$ cat src/rtl/core/assert_macros.svh
// assertion macros used by the rtl sequencer
`ifndef ASSERT_MACROS_SVH
`define ASSERT_MACROS_SVH
`ifndef SYNTHESIS
`define VDBS_ASSERT_IMP(lbl, clk, rst, pre, post) \
  lbl: assert property (@(posedge clk) disable iff (rst) (pre) |-> (post)) \
    else $error("vdbs assertion failed");
`define VDBS_ASSERT_NXT(lbl, clk, rst, pre, post) \
  lbl: assert property (@(posedge clk) disable iff (rst) (pre) |=> (post)) \
    else $error("vdbs assertion failed");
`else
`define VDBS_ASSERT_IMP(lbl, clk, rst, pre, post)
`define VDBS_ASSERT_NXT(lbl, clk, rst, pre, post)
`endif
`endif

$ cat src/rtl/core/vdbs_pkg.sv
// shared types and constants of the voice delta streamer
`timescale 1ns / 1ps
`default_nettype none
package vdbs_pkg;
  localparam int VOICE_BYTES     = 155;
  localparam int NAME_START      = 145;
  localparam int NAME_LENGTH     = 10;
  localparam int PARAM_MSG_BYTES = 7;
  localparam int DUMP_MSG_BYTES  = 163;
  localparam int MAX_PARAMS      = 64;
  localparam int DUMP_THR        = DUMP_MSG_BYTES / PARAM_MSG_BYTES;
  localparam int FREQ_AREA_END   = 126;
  localparam int OP_STRIDE       = 21;
  localparam int OP_COARSE       = 18;
  localparam int OP_FINE         = 19;
  localparam int OP_DETUNE       = 20;

  localparam logic [2:0] KIND_LOAD  = 3'd0;
  localparam logic [2:0] KIND_COMMIT = 3'd1;
  localparam logic [2:0] KIND_INVAL = 3'd2;
  localparam logic [2:0] KIND_FORCE = 3'd3;
  localparam logic [2:0] KIND_TICK  = 3'd4;

  localparam logic [1:0] REG_CHANNEL = 2'd0;
  localparam logic [1:0] REG_BUDGET  = 2'd1;
  localparam logic [1:0] REG_FREQ    = 2'd2;

  typedef struct packed {
    logic [4:0] channel;
    logic [6:0] limit;
    logic       freq_only;
  } vdbs_cfg_t;

  typedef struct packed {
    logic       tgt_we;
    logic       base_we;
    logic [7:0] waddr;
    logic [7:0] tgt_wdata;
    logic [7:0] base_wdata;
    logic [7:0] raddr;
  } vdbs_mem_req_t;
endpackage
`default_nettype wire

$ cat src/rtl/core/vdbs_store.sv
// target and baseline voice memories
`timescale 1ns / 1ps
`default_nettype none
module vdbs_store (
  input  wire logic                   clk,
  input  wire vdbs_pkg::vdbs_mem_req_t mreq,
  output logic [7:0]                  t_rd,
  output logic [7:0]                  b_rd
);
  import vdbs_pkg::*;
  logic [7:0] tgt  [VOICE_BYTES];
  logic [7:0] base [VOICE_BYTES];

  always_ff @(posedge clk) begin
    if (mreq.tgt_we) begin
      tgt[mreq.waddr] <= mreq.tgt_wdata;
    end
    if (mreq.base_we) begin
      base[mreq.waddr] <= mreq.base_wdata;
    end
    t_rd <= tgt[mreq.raddr];
    b_rd <= base[mreq.raddr];
  end
endmodule
`default_nettype wire

$ cat src/rtl/core/vdbs_cfg.sv
// apb configuration registers with clamping
`timescale 1ns / 1ps
`default_nettype none
module vdbs_cfg (
  input  wire logic        clk,
  input  wire logic        rst,
  input  wire logic        psel,
  input  wire logic        penable,
  input  wire logic        pwrite,
  input  wire logic [3:0]  paddr,
  input  wire logic [31:0] pwdata,
  output logic [31:0]      prdata,
  output logic             pready,
  output vdbs_pkg::vdbs_cfg_t cfg
);
  import vdbs_pkg::*;
  logic [4:0] midi_channel;
  logic [6:0] max_params_per_tick;
  logic       stream_freq_only;

  assign pready = 1'b1;

  always_ff @(posedge clk) begin
    if (rst) begin
      midi_channel        <= 5'd1;
      max_params_per_tick <= 7'd1;
      stream_freq_only    <= 1'b0;
    end else if (psel && penable && pwrite) begin
      case (paddr[3:2])
        REG_CHANNEL: midi_channel        <= pwdata[4:0];
        REG_BUDGET:  max_params_per_tick <= pwdata[6:0];
        REG_FREQ:    stream_freq_only    <= pwdata[0];
        default: ;
      endcase
    end
  end

  always_comb begin
    case (paddr[3:2])
      REG_CHANNEL: prdata = {27'd0, midi_channel};
      REG_BUDGET:  prdata = {25'd0, max_params_per_tick};
      REG_FREQ:    prdata = {31'd0, stream_freq_only};
      default:     prdata = 32'd0;
    endcase
  end

  always_comb begin
    if (midi_channel == 5'd0) cfg.channel = 5'd1;
    else if (midi_channel > 5'd16) cfg.channel = 5'd16;
    else cfg.channel = midi_channel;
    if (max_params_per_tick == 7'd0) cfg.limit = 7'd1;
    else if (max_params_per_tick > 7'(MAX_PARAMS)) cfg.limit = 7'(MAX_PARAMS);
    else cfg.limit = max_params_per_tick;
    cfg.freq_only = stream_freq_only;
  end
endmodule
`default_nettype wire

$ cat src/rtl/core/vdbs_seq.sv
// scan sequencer: diff count, decision, emission and dump copy
`timescale 1ns / 1ps
`default_nettype none
`include "assert_macros.svh"
module vdbs_seq (
  input  wire logic        clk,
  input  wire logic        rst,
  input  wire logic        s_tvalid,
  output logic             s_tready,
  input  wire logic [2:0]  kind,
  input  wire logic [7:0]  byte_index,
  input  wire logic [7:0]  byte_value,
  input  wire logic        force_commit,
  input  wire logic        live_all,
  input  wire logic        notes_sounding,
  input  wire vdbs_pkg::vdbs_cfg_t cfg,
  output vdbs_pkg::vdbs_mem_req_t mreq,
  input  wire logic [7:0]  t_rd,
  input  wire logic [7:0]  b_rd,
  output logic             m_tvalid,
  input  wire logic        m_tready,
  output logic             full_dump,
  output logic [7:0]       param_index,
  output logic [7:0]       param_value,
  output logic [4:0]       out_channel,
  output logic             last_of_tick
);
  import vdbs_pkg::*;

  typedef enum logic [8:0] {
    S_IDLE   = 9'b000000001,
    S_RD1    = 9'b000000010,
    S_EV1    = 9'b000000100,
    S_DECIDE = 9'b000001000,
    S_RD2    = 9'b000010000,
    S_EV2    = 9'b000100000,
    S_FIN    = 9'b001000000,
    S_DUMP   = 9'b010000000,
    S_CPY    = 9'b100000000
  } state_t;

  state_t     state;
  logic       rd_wait;
  logic [7:0] idx;
  logic [4:0] opc;
  logic       target_valid, baseline_valid, commit_pending, all_params_pending;
  logic       sounding, fonly;
  logic [7:0] diffs, nf, emittable;
  logic [6:0] total, n, en;

  logic is_name, is_freq, differ, emit_ok, free, emit, at_end, acc, out_load;

  assign s_tready = (state == S_IDLE);
  assign acc      = s_tvalid && s_tready;
  assign free     = !m_tvalid || m_tready;
  assign is_name  = (idx >= 8'(NAME_START)) && (idx < 8'(NAME_START + NAME_LENGTH));
  assign is_freq  = (idx < 8'(FREQ_AREA_END)) && ((opc == 5'(OP_COARSE)) ||
                    (opc == 5'(OP_FINE)) || (opc == 5'(OP_DETUNE)));
  assign differ   = (t_rd != b_rd) && !is_name;
  assign emit_ok  = differ && (!fonly || is_freq) && (n < total);
  assign emit     = (state == S_EV2) && emit_ok && free;
  assign at_end   = (idx == 8'(VOICE_BYTES - 1));
  assign out_load = emit || ((state == S_DUMP) && free);

  always_comb begin
    mreq.raddr      = idx;
    mreq.waddr      = idx;
    mreq.tgt_we     = 1'b0;
    mreq.base_we    = 1'b0;
    mreq.tgt_wdata  = byte_value;
    mreq.base_wdata = t_rd;
    if (state == S_IDLE) begin
      mreq.waddr      = byte_index;
      mreq.base_wdata = byte_value;
      if (acc && byte_index < 8'(VOICE_BYTES)) begin
        mreq.tgt_we  = (kind == KIND_LOAD) || (kind == KIND_FORCE);
        mreq.base_we = (kind == KIND_FORCE);
      end
    end else if (emit) begin
      mreq.base_we = 1'b1;
    end else if (state == S_CPY && !rd_wait) begin
      mreq.base_we = 1'b1;
    end
  end

  always_ff @(posedge clk) begin
    if (rst) begin
      state              <= S_IDLE;
      rd_wait            <= 1'b0;
      target_valid       <= 1'b0;
      baseline_valid     <= 1'b0;
      commit_pending     <= 1'b0;
      all_params_pending <= 1'b0;
      m_tvalid           <= 1'b0;
    end else begin
      m_tvalid <= out_load || (m_tvalid && !m_tready);
      case (state)
        S_IDLE: begin
          idx <= 8'd0;
          opc <= 5'd0;
          if (acc) begin
            case (kind)
              KIND_COMMIT: begin
                target_valid <= 1'b1;
                if (force_commit) commit_pending <= 1'b1;
                if (live_all) all_params_pending <= 1'b1;
              end
              KIND_INVAL: begin
                baseline_valid     <= 1'b0;
                commit_pending     <= 1'b1;
                all_params_pending <= 1'b0;
              end
              KIND_FORCE: begin
                baseline_valid     <= 1'b1;
                target_valid       <= 1'b1;
                commit_pending     <= 1'b0;
                all_params_pending <= 1'b0;
              end
              KIND_TICK: begin
                if (target_valid) begin
                  if (!baseline_valid) begin
                    state <= S_DUMP;
                  end else begin
                    sounding  <= notes_sounding;
                    fonly     <= notes_sounding && cfg.freq_only && !all_params_pending;
                    diffs     <= 8'd0;
                    nf        <= 8'd0;
                    emittable <= 8'd0;
                    state     <= S_RD1;
                  end
                end
              end
              default: ;
            endcase
          end
        end
        S_RD1: state <= S_EV1;
        S_EV1: begin
          if (differ) begin
            diffs <= diffs + 8'd1;
            if (!is_freq) nf <= nf + 8'd1;
            if (!fonly || is_freq) emittable <= emittable + 8'd1;
          end
          if (at_end) begin
            state <= S_DECIDE;
          end else begin
            idx   <= idx + 8'd1;
            opc   <= (opc == 5'(OP_STRIDE - 1)) ? 5'd0 : opc + 5'd1;
            state <= S_RD1;
          end
        end
        S_DECIDE: begin
          idx <= 8'd0;
          opc <= 5'd0;
          n   <= 7'd0;
          en  <= 7'd0;
          total <= (emittable > {1'b0, cfg.limit}) ? cfg.limit : emittable[6:0];
          if (diffs == 8'd0) begin
            commit_pending     <= 1'b0;
            all_params_pending <= 1'b0;
            state              <= S_IDLE;
          end else if (!sounding && (commit_pending ||
                       ({5'd0, diffs} > 13'(DUMP_THR)))) begin
            state <= S_DUMP;
          end else if (emittable == 8'd0) begin
            state <= S_FIN;
          end else begin
            state <= S_RD2;
          end
        end
        S_RD2: state <= S_EV2;
        S_EV2: begin
          if (!emit_ok || free) begin
            if (emit) begin
              full_dump    <= 1'b0;
              param_index  <= idx;
              param_value  <= t_rd;
              out_channel  <= cfg.channel;
              last_of_tick <= (n + 7'd1 == total);
              n            <= n + 7'd1;
              if (!is_freq) en <= en + 7'd1;
            end
            if (at_end || (emit && (n + 7'd1 == total))) begin
              state <= S_FIN;
            end else begin
              idx   <= idx + 8'd1;
              opc   <= (opc == 5'(OP_STRIDE - 1)) ? 5'd0 : opc + 5'd1;
              state <= S_RD2;
            end
          end
        end
        S_FIN: begin
          if (diffs == {1'b0, n}) commit_pending <= 1'b0;
          if (nf == {1'b0, en}) all_params_pending <= 1'b0;
          state <= S_IDLE;
        end
        S_DUMP: begin
          if (free) begin
            full_dump          <= 1'b1;
            param_index        <= 8'd0;
            param_value        <= 8'd0;
            out_channel        <= cfg.channel;
            last_of_tick       <= 1'b1;
            baseline_valid     <= 1'b1;
            commit_pending     <= 1'b0;
            all_params_pending <= 1'b0;
            idx                <= 8'd0;
            rd_wait            <= 1'b1;
            state              <= S_CPY;
          end
        end
        S_CPY: begin
          rd_wait <= !rd_wait;
          if (!rd_wait) begin
            if (at_end) begin
              state <= S_IDLE;
            end else begin
              idx <= idx + 8'd1;
            end
          end
        end
        default: state <= S_IDLE;
      endcase
    end
  end

  `VDBS_ASSERT_IMP(a_emit_budget, clk, rst, emit, n < total)
  `VDBS_ASSERT_IMP(a_fin_count, clk, rst, state == S_FIN, {1'b0, n} <= diffs)
  `VDBS_ASSERT_IMP(a_base_wr, clk, rst, mreq.base_we && state != S_IDLE,
                   state == S_EV2 || state == S_CPY)
  `VDBS_ASSERT_NXT(a_dump_valid, clk, rst, state == S_DUMP && free, baseline_valid)
endmodule
`default_nettype wire

$ cat src/rtl/core/voice_delta_budget_streamer_core.sv
// top level of the voice delta budget streamer
// usage:
// - slave stream: s_tuser carries the kind, s_tdata the byte index, value and flags
// - master stream: one request per result; s_tlast-style m_tlast marks the last of a
//   tick, m_tuser set means a whole-voice dump instead of an (index, value) pair
// - apb port: channel at 0x0, per-tick budget at 0x4, freq-only mode at 0x8
// - load, commit, invalidate and force requests are handled in the idle state
// - a tick takes a diff pass over the voice memories, with a read and an evaluate
//   state per byte, then an emit pass that ends early once the budget is spent, or
//   a dump copy; the voice memories share one read address
// - s_tready is low while a tick is being worked on
// - when m_tready is low the emit pass holds at the waiting pair
// - reset clears the valid and pending flags and sets the apb registers to their
//   defaults; the voice memories are undefined until written
`timescale 1ns / 1ps
`default_nettype none
module voice_delta_budget_streamer_core (
  input  wire logic        clk,
  input  wire logic        rst,
  input  wire logic        s_tvalid,
  output logic             s_tready,
  input  wire logic [23:0] s_tdata,  // byte_index, byte_value, force_commit, live_all, notes_sounding
  input  wire logic [2:0]  s_tuser,  // kind
  output logic             m_tvalid,
  input  wire logic        m_tready,
  output logic [23:0]      m_tdata,  // param_index, param_value, out_channel
  output logic             m_tuser,  // full_dump
  output logic             m_tlast,
  input  wire logic        psel,
  input  wire logic        penable,
  input  wire logic        pwrite,
  input  wire logic [3:0]  paddr,
  input  wire logic [31:0] pwdata,
  output logic [31:0]      prdata,
  output logic             pready
);
  import vdbs_pkg::*;
  vdbs_cfg_t     cfg;
  vdbs_mem_req_t mreq;
  logic [7:0]    t_rd, b_rd;
  logic [7:0]    param_index, param_value;
  logic [4:0]    out_channel;

  vdbs_cfg u_cfg (
    .clk(clk), .rst(rst), .psel(psel), .penable(penable), .pwrite(pwrite),
    .paddr(paddr), .pwdata(pwdata), .prdata(prdata), .pready(pready), .cfg(cfg)
  );

  vdbs_store u_store (.clk(clk), .mreq(mreq), .t_rd(t_rd), .b_rd(b_rd));

  vdbs_seq u_seq (
    .clk(clk), .rst(rst), .s_tvalid(s_tvalid), .s_tready(s_tready),
    .kind(s_tuser), .byte_index(s_tdata[7:0]), .byte_value(s_tdata[15:8]),
    .force_commit(s_tdata[16]), .live_all(s_tdata[17]), .notes_sounding(s_tdata[18]),
    .cfg(cfg), .mreq(mreq), .t_rd(t_rd), .b_rd(b_rd),
    .m_tvalid(m_tvalid), .m_tready(m_tready), .full_dump(m_tuser),
    .param_index(param_index), .param_value(param_value),
    .out_channel(out_channel), .last_of_tick(m_tlast)
  );

  assign m_tdata = {3'd0, out_channel, param_value, param_index};
endmodule
`default_nettype wire
$ cat config.mk
export PLATFORM = sky130hd
export DESIGN_NAME = voice_delta_budget_streamer_core
export DESIGN_NICKNAME = d
export VERILOG_FILES = /design/src/rtl/core/vdbs_pkg.sv /design/src/rtl/core/vdbs_store.sv /design/src/rtl/core/vdbs_cfg.sv /design/src/rtl/core/vdbs_seq.sv /design/src/rtl/core/voice_delta_budget_streamer_core.sv
export VERILOG_INCLUDE_DIRS = /design/src /design/src/rtl/core
export SDC_FILE = /design/constraint.sdc
export NUM_CORES = 2
export LEC_CHECK = 0
export ABC_AREA = 1
export BUFFER_PORTS_ARGS = -buffer_cell sky130_fd_sc_hd__buf_2
export CORE_ASPECT_RATIO = 0.75
export CORE_MARGIN = 1.5
export CORE_UTILIZATION = 34
export DETAILED_ROUTE_END_ITERATION = 6
export MAX_ROUTING_LAYER = met4
export PLACE_DENSITY = 0.56
export REMOVE_ABC_BUFFERS = 1
export SYNTH_ARGS = -nofsm -noshare
export SYNTH_HDL_FRONTEND = slang
export SYNTH_SLANG_ARGS = --single-unit
$ cat constraint.sdc
create_clock -name clk -period 12.4 [get_ports clk]
set_input_delay 3.72 -clock clk [delete_from_list [all_inputs] [get_ports clk]]
set_output_delay 3.72 -clock clk [all_outputs]
set_load 0.05 [all_outputs]
==> metrics.yaml <==
critical_path:
  r2r_slack_ns: 7.04
  slowest_stage: "buf_2"
  worst_path_largest_cell_delay_ns: 0.29
  r2r.worst_path.cells: 12
  cp_max_fo: 5
  worstReg2RegEnd: "u_store.t_rd[1]"
  worstSetupPathType: "in -> out"
  endpoint_kind: "output pin"
  timing.rr.start: "u_seq.idx[1]"
  critPathRequiredTime_ns: 8.68
  cp-start-kind: "input pin"
  arrival_ns: 4.69
  crit_chain: "buf_2 > inv_1 > nor2_1 > inv_1 > o21ai_0 > buf_2"
grt:
  grt_max_degree: 188
  gr-total-overflow: 0
  antenna_found_initial: 15
  grt_pass1_vias: 67300
  gr-usage-all-layers_pct: 19.6
  grt_pass1_wl_um: 458000
sta:
  rsz0062_at_grt: "false"
  clock.fmax_mhz: 119
  finalCritPeriodShare_pct: 67.8
  setup_viol_count_final: 0
  slew_headroom_pct: 8.31
  min_period_ns: 8.41
  hold_viol: 0
  skew_ns: 0.0869
  drv_slew: 0
  setup_tns_ns: 0
  worst_pin_slew_ns: 1.36
  timing.hold.ws_ns: 0.468
finish:
  final_nets: 9077
  final_util_pct: 37.8
  seq_area_um2: 77800
  stdcell_count: 13400
  nFillCells: 30300
  drive_gt1_share_pct: 6.48
  multi_input_area_um2: 26100
  fin_area_um2: 120000
  layout_commonest_cell: "edfxtp_1"
  final_cell_mix: "edfxtp_1 (2563), nor2_1 (1938), o21ai_0 (1322), nand2_1 (908), inv_1 (369)"
  area_delta_synth_final_pct: 10.8
cts:
  cts.clk_slew.worst_paths_ns: 0.07
  post_cts_buffers: 0
  cts_htree_levels: 4
  ctsHoldBuffers: 0
  clock-sinks: 2607
  cts_buffer_depth: 4
  insertion_delay_ns: 0.93
  cts_root_buffer: "clkbuf_16"
  cts_buffers: 241
  cts_tree: "built"
  ctsResizeCount: 0
die:
  ios: 131
  dieWidth_um: 654
  die-height_um: 491
  dieArea_um2: 321000
  fp.coreArea_um2: 317000
  num_rows: 179
  start_util_pct: 34.1
logic_synthesis:
  synth_ff_type: "edfxtp_1"
  netlist_area_um2: 108000
  ys_seq_area_share_pct: 72.0
  avgSynthCellArea_um2: 11.8
  async_reset_ff_share_pct: 0
  ys_warn_count: 0
  synth-edff-count: 2563
  syn_inst: 9155
  ys_ff_latch: 2607
  synthDistinctLibCells: 47
power:
  power_leakage_nw: 39.8
  vdd_drop_max_v: 0.000378
  power.density_nw_per_um2: 247
detailed_routing:
  wl_per_cell_um: 23.6
  first_pass_iters: 6
  via_per_inst: 5.34
  drt-total-wl_um: 317000
  drt-initial-drc-count: 9133
  drc: 0
  ant_nets: 0
  dr_total_vias: 71700
outcome:
  status: "completed"
min_path:
  hold_start: "u_seq.all_params_pending"
  hold_path.class: "reg -> reg"
  min_to: "u_seq.all_params_pending"
  hold_depth: 2
place:
  place_inst: 13000
  hpwl_um: 178000
  dpl_cell_area_um2: 112000
  io_buffers: 69
  place_congestion: 0.856
flow_run:
  drv_cap: 0
-- routing by layer --
metal / vias up / GRT usage (%) / routed length [um]
met5: - / - / 0
met4: 0 / 5.35 / 8560
met3: 451 / 3.59 / 28500
met2: 3102 / 28.8 / 140000
met1: 35900 / 27.9 / 139000
li1: 32200 / - / -
-- kinds of logic after synthesis --
group,Yosys count,share of synthesized area [%]
and+or+nand+nor,3436,12.8
DFF,2607,72.0
AOI/OAI and AO/OA,2029,10.5
buffers and inverters,1030,4.15
adders and majority gates,30,0.347
xor gates and xnor gates,14,0.113
muxes,7,0.0648
other,2,0.00695
-- power breakdown --
part           internal [W]  switching (W)  total (W)
Clock               0.00400        0.00328    0.00728
Sequential           0.0111      0.0000997     0.0112
Combinational       0.00227        0.00882     0.0111
-- critical path, delay by kind of cell --
kind / cells / cell delay [ns]
AOI/OAI and AO/OA: 1 / 0.18
and+or+nand+nor: 1 / 0.20
buffers and inverters: 4 / 0.58
-- area by class of cell --
type | instances | share of cell area, %
Timing Repair Buffer | 199 | 1.28
Sequential cell | 2607 | 65.0
Clock inverter | 134 | 0.953
Clock buffer | 298 | 5.27
Inverter | 383 | 1.23
Tap cell | 4253 | 4.44
Antenna cell | 8 | 0.0167
Multi-Input combinational cell | 5545 | 21.8
-- stage by stage --
stage	total power, W	setup slack, ns
2_1_floorplan	0.0186	-52.11
3_3_place_gp	0.0222	4.02
3_5_place_dp	0.0224	4.01
4_1_cts	0.0296	4.01
5_1_grt	0.0308	3.91
6_report	0.0296	3.99
-- worst max-delay path by stage --
stage                      start                 end  depth (start not counted)
finish                  paddr[2]           prdata[3]                          6
global route            paddr[2]           prdata[2]                          6
global placement        paddr[2]           prdata[2]                          6
floorplan           u_seq.idx[0]  u_store.base[0][0]                         10
CTS                     paddr[2]           prdata[3]                          6
detailed placement      paddr[2]           prdata[3]                          6
-- state kept, by name, summed over array words and instances (netlist names), 7 cells and up --
name / flops
u_cfg.max_params_per_tick: 7
u_seq.diffs: 8
u_seq.emittable: 8
u_seq.en: 7
u_seq.idx: 8
u_seq.n: 7
u_seq.nf: 8
u_seq.param_index: 8
u_seq.param_value: 8
u_seq.state: 9
u_seq.total: 7
u_store.b_rd: 8
u_store.base: 1240
u_store.t_rd: 8
u_store.tgt: 1240
-- cell usage after synthesis, types with 7 or more instances --
master	n	share of area [%]
edfxtp_1	2563	71
a21oi_1	158	0.73
nor4_1	8	0.046
dfxtp_1	44	0.81
ha_1	30	0.35
o22ai_1	170	0.98
nor3_2	21	0.19
inv_2	10	0.035
nor2_1	1941	6.7
clkbuf_1	278	0.97
nand4_1	15	0.087
o211ai_1	270	1.9
nand2_1	921	3.2
inv_1	372	1.3
nor3b_1	11	0.076
o221ai_1	39	0.32
buf_2	253	1.2
buf_1	39	0.14
o21ai_0	1330	6.2
xor2_1	12	0.097
buf_4	74	0.51
nand3_1	337	1.6
nor3_1	157	0.73
a22oi_1	39	0.27
mux2i_1	7	0.065
No activity file was read; power rests on OpenSTA's default activity.
